$ cat config.mk
export PLATFORM = sky130hd
export DESIGN_NAME = srtg_ramp_mem
export DESIGN_NICKNAME = d
export VERILOG_FILES = /design/src/design/srtg_pkg.sv /design/src/design/srtg_ramp_mem.sv
export SDC_FILE = /design/constraint.sdc
export NUM_CORES = 2
export LEC_CHECK = 0
export BUFFER_PORTS_ARGS = -buffer_cell sky130_fd_sc_hd__buf_2
export CAP_MARGIN = 40
export CORE_UTILIZATION = 33
export DETAILED_ROUTE_END_ITERATION = 12
export MAX_ROUTING_LAYER = met4
export PLACE_DENSITY = 0.58
export SLEW_MARGIN = 20
export SYNTH_ARGS = -nofsm -noshare
export SYNTH_HDL_FRONTEND = slang
export SYNTH_SLANG_ARGS = --single-unit
$ cat constraint.sdc
create_clock -name clock -period 6.79 [get_ports clock]
set_input_delay 0.679 -clock clock [delete_from_list [all_inputs] [get_ports clock]]
set_output_delay 0.679 -clock clock [all_outputs]
set_load 0.01 [all_outputs]
$ cat src/design/srtg_pkg.sv
package srtg_pkg;

   localparam int TABLE_DEPTH_DEF = 256;
   localparam int TICK_BITS_DEF   = 16;
   localparam int STEP_BITS_DEF   = 24;

   localparam int OP_W           = 2;
   localparam int INDEX_W        = 8;
   localparam int VALUE_W        = 16;
   localparam int ACCEL_W        = 8;
   localparam int CRUISE_STEPS_W = 24;
   localparam int CRUISE_TICKS_W = 16;
   localparam int CSR_INDEX_W    = 2;
   localparam int CSR_DATA_W     = 24;
   localparam int PHASE_W        = 2;

   localparam logic [OP_W-1:0] OP_TICK  = 2'd0;
   localparam logic [OP_W-1:0] OP_START = 2'd1;
   localparam logic [OP_W-1:0] OP_WRITE = 2'd2;

   localparam logic [PHASE_W-1:0] PH_IDLE   = 2'd0;
   localparam logic [PHASE_W-1:0] PH_ACCEL  = 2'd1;
   localparam logic [PHASE_W-1:0] PH_CRUISE = 2'd2;
   localparam logic [PHASE_W-1:0] PH_DECEL  = 2'd3;

   localparam logic [CSR_INDEX_W-1:0] CSR_ACCEL_STEPS  = 2'd0;
   localparam logic [CSR_INDEX_W-1:0] CSR_CRUISE_STEPS = 2'd1;
   localparam logic [CSR_INDEX_W-1:0] CSR_CRUISE_TICKS = 2'd2;

   localparam logic [CRUISE_TICKS_W-1:0] CRUISE_TICKS_RST = 16'd1;

   typedef struct packed {
      logic               step_pulse;
      logic [PHASE_W-1:0] phase;
      logic               move_done;
      logic               busy_res;
   } rsp_payload_type;

endpackage

$ cat src/design/srtg_ramp_mem.sv
module srtg_ramp_mem #(
   parameter int DEPTH = srtg_pkg::TABLE_DEPTH_DEF
) (
   input  logic                                clock,
   input  logic                                wr_en,
   input  logic [$clog2(DEPTH)-1:0]            wr_addr,
   input  logic [srtg_pkg::VALUE_W-1:0]        wr_data,
   input  logic                                rd_en,
   input  logic [$clog2(DEPTH)-1:0]            rd_addr,
   output logic [srtg_pkg::VALUE_W-1:0]        rd_data
);

   logic [srtg_pkg::VALUE_W-1:0] mem [DEPTH];
   logic [srtg_pkg::VALUE_W-1:0] rd_data_ff;

   always_ff @(posedge clock) begin
      if (wr_en) begin
         mem[wr_addr] <= wr_data;
      end
      if (rd_en) begin
         rd_data_ff <= mem[rd_addr];
      end
   end

   assign rd_data = rd_data_ff;

endmodule

; After elaboration in Yosys (flattened, before gate mapping)
; Memory sizes are Yosys's and may differ from the RTL's. A register that Yosys moved wholly into a read port is not among the register bits.
; Index checks and enable logic that the tools add are counted.
[classes]
muxes = 2
[op_table]
columns = cell, count
row1 = two-way mux 1 bit, 2
[totals]
reg_bits = 0
ram_bits = 4096
inputBits = 35
out_inout_bits = 16
wordCells = 3
n_memories = 1
[mem_list]
columns = name, depth, word_bits, rd, rd_ports_with_merged_regs, wr, line
row1 = mem, 256, 16, 1, 1, 1, srtg_ramp_mem.sv:13  ; logic [srtg_pkg::VALUE_W-1:0] mem [DEPTH];

; Longest topological paths before layout
[depth]
depth_word = 2
depth_mapped = 12
mapped_depth_nobuf = 6

; Least setup slack after synthesis
; Ideal clock, no wire load.
[synth_timing]
path_type = input port to flip-flop
startpoint = in rd_addr[0]
endpoint = reg rd_data_ff, in the netlist rd_data[4] (read register of mem), data pin
setup_time_ps = 265
arrival_time_ps = 2663
required_time_ps = 6525
setup_slack_ps = 3862
stages = 8
n_path_buf = 3
path_cell_list = buf_6 buf_6 buf_2 mux4_2 mux4_2 a22o_1 o32ai_2 nor4_2
[synth_lines]
columns = element, line
row1 = from (decl), srtg_ramp_mem.sv:9  ; input logic [$clog2(DEPTH)-1:0] rd_addr,
row2 = to (decl), srtg_ramp_mem.sv:14  ; logic [srtg_pkg::VALUE_W-1:0] rd_data_ff;

==> run_results.csv <==
group,metric,value,unit
timing,period_minus_slack,4.16,ns
worst_setup_path,worstPathMaxFanout,75,
worst_setup_path,cpPeakStageDelay,0.81,ns
cells_and_area,nFillCells,42696,
logic_synthesis,syn-num-nets,7395,
cells_and_area,seq_area,0.123,mm^2
clock_network,h-tree-depth,5,
power_and_ir_drop,p_int,41.2,mW
worst_setup_path,reg2reg_setup_slack,3.34,ns
logic_synthesis,synth-async-reset-ratio,0,
routing,num_vias,78296,
cells_and_area,mostFrequentLayoutCell,"edfxtp_1",
logic_synthesis,ys.flop_type,"edfxtp_1",
cells_and_area,nets,7845,
logic_synthesis,synth_area_per_cell,21.6,um^2
worst_setup_path,path_class,"in -> reg",
power_and_ir_drop,seqPwrFrac,0.534,
flow_run,maxCapViolations,0,
outcome,status,"finished, final reports clean",
clock_network,tritoncts,"done",
power_and_ir_drop,ir_worst_vdd,0.234,mV
clock_network,ctsHoldBuffers,0,
clock_network,cts_buffers,398,
floorplan,row_count,254,
timing,grt_setup_unrepaired,"no",
clock_network,post_cts_resized,0,
routing,route.detailed.drc,0,
power_and_ir_drop,p_sw_frac,0.215,
power_and_ir_drop,p_leak,56.8,nW
routing,via_per_inst,5.38,
grt,grt_pass1_vias,77504,
floorplan,die_w,696,um
logic_synthesis,netlist_area,0.159,mm^2
timing,final.period_utilization,0.612,
grt,grt_pass1_wl,600000,um
timing,final-max-slew-violation-count,0,
logic_synthesis,syn_inst,7360,
clock_network,cts_setup_buffers,0,
timing,finalHoldViolations,0,
placed_design,dpl.hpwl,255000,um
cells_and_area,multiInputGateArea,0.0332,mm^2
routing,routed_wl,428000,um
timing,fmax,0.241,GHz
logic_synthesis,yosysSeqAreaShare,0.777,
clock_network,cts_sinks,4112,
grt,grt_usage,0.178,
logic_synthesis,synth_edf_count,4112,
power_and_ir_drop,finalPower,52.6,mW
worst_setup_path,cpMostUsedCell,"buf_4",
power_and_ir_drop,share_comb_of_total_power,0.049,
routing,ant_nets,0,
floorplan,io_pins,51,
timing,setup_viol,0,
floorplan,start_util,0.332,
logic_synthesis,synth_warnings,0,
worst_setup_path,crit_chain,"buf_8 -> buf_12 -> buf_4 -> mux4_2 -> mux2_2 -> a22oi_1 -> nand2_1 -> o32ai_1 -> buf_4 -> nor4_1",
logic_synthesis,synth.distinct_cells,51,
worst_setup_path,crit_arrival,4.85,ns
floorplan,die_area,0.484,mm^2
clock_network,clk_pin_slew,0.07,ns
logic_synthesis,yosys.area.top_type_share,0.777,
power_and_ir_drop,pwr-share-clk,0.417,
timing,worstMarginPinSlew,1.20,ns
worst_setup_path,cp.required,7.49,ns
worst_setup_path,crit_buf_inv,4,
hold_path,hold_class,"in -> reg",
clock_network,clk_latency,0.99,ns
timing,clock_skew,0.0744,ns
placed_design,gp_congestion,0.839,
cells_and_area,syn2layout_area_growth,14.8,%
worst_setup_path,start_kind,"primary input",
routing,drt-wirelength-per-cell,29.4,um
grt,antenna_found_initial,33,
power_and_ir_drop,p_switching,11.3,mW
power_and_ir_drop,p_per_area,288,mW/mm^2
placed_design,io_buffer_count,50,
grt,grt_overflow,0,
routing,dr.pass1.iters,8,
cells_and_area,layout_common_cells,"edfxtp_1, mux4_2, mux2i_1, clkbuf_16, buf_4",
cells_and_area,drive_gt1_frac,0.252,
floorplan,coreArea,0.479,mm^2
clock_network,cts_root_buf,"clkbuf_16",
routing,dr.first_iter.drc_count,9425,
timing,finalSetupTns,0,ns
worst_setup_path,endpoint_kind,"flop",
logic_synthesis,synth.area.top_cells,"edfxtp_1, mux4_2, mux2i_1, o221ai_1, nor2_1",
worst_setup_path,path_delay_family,"buffers and inverters",
floorplan,die_h,696,um
logic_synthesis,synth_seq_cells,4112,
worst_setup_path,crit_slowest_cell,"o32ai_1",
logic_synthesis,yosysTopAreaCell,"edfxtp_1",
timing,slew_headroom,0.198,
clock_network,clock_path_buffers,4,
grt,grt_max_degree,179,
==> registers in the layout (all words and copies together) (netlist names) <==
register	count
rd_data	16
mem	4096
==> final timing paths <==
path                                  start    endpoint  cells after the start
worst min-delay path             wr_data[8]  mem[85][8]                      1
worst max-delay path             rd_addr[1]  rd_data[3]                     10
worst max register to register  mem[134][3]  rd_data[3]                      7
worst min register to register  mem[203][8]  rd_data[8]                      6
==> routing by layer <==
metal	wire length [um]	vias to the layer above	global-route usage
met5	0	-	-
li1	-	32228	-
met2	207000	3216	0.281
met3	32400	590	0.0291
met4	13600	0	0.0539
met1	175000	42262	0.237
==> kinds of logic (layout without fill, tap and decap cells) <==
group | Yosys count | count (layout) | share of synthesized area
buffers and inverters | 456 | 1226 | 0.0169
AOI/OAI and AO/OA | 786 | 786 | 0.0353
and+or+nand+nor | 556 | 556 | 0.0157
muxes | 1450 | 1450 | 0.155
other | 0 | 29 | 0
DFF | 4112 | 4112 | 0.777
==> layout make-up <==
cell class,count,area share
sequential,4112,0.677
multi-input combinational,2792,0.182
clock buffer,484,0.0567
tap,6400,0.0439
timing repair buffer,502,0.0269
clock inverter,236,0.0134
antenna,29,0.000398
inverter,4,0.000151
==> synthesized netlist by cell type, types with 43 or more instances <==
library cell and count:
a21oi_1 175, a22oi_1 43, buf_2 76, buf_6 77, clkbuf_1 230, edfxtp_1 4112, mux2_2 88, mux2i_1 565
mux4_2 797, nor2_1 304, nor3_1 92, o221ai_1 252, o22ai_1 148
==> power by group through the flow <==
stage	combinational [mW]	sequential (mW)	clock (mW)
2_1_floorplan	1.38	28.6	0
3_3_place_gp	2.51	28.6	0
3_5_place_dp	2.57	28.6	0
4_1_cts	2.58	28.1	22.3
5_1_grt	2.70	28.0	23.2
6_report	2.58	28.1	21.9
==> metrics by stage <==
| step | area [um^2] | utilization | setup slack (ns) | hold WS [ns] | std cells |
|---|---|---|---|---|---|
| after floorplan | 159000 | - | 3.86 | 0.778 | 7360 |
| after global placement | 168000 | 0.351 | 1.72 | 1.13 | 13723 |
| after detailed placement | 169000 | 0.353 | 1.75 | 1.15 | 13792 |
| after CTS | 182000 | 0.380 | 2.81 | 0.0768 | 14512 |
| after global routing | 182000 | 0.381 | 2.67 | 0.0956 | 14552 |
| final | 182000 | 0.381 | 2.63 | 0.126 | 14559 |
Power figures use the tool's default switching activity.
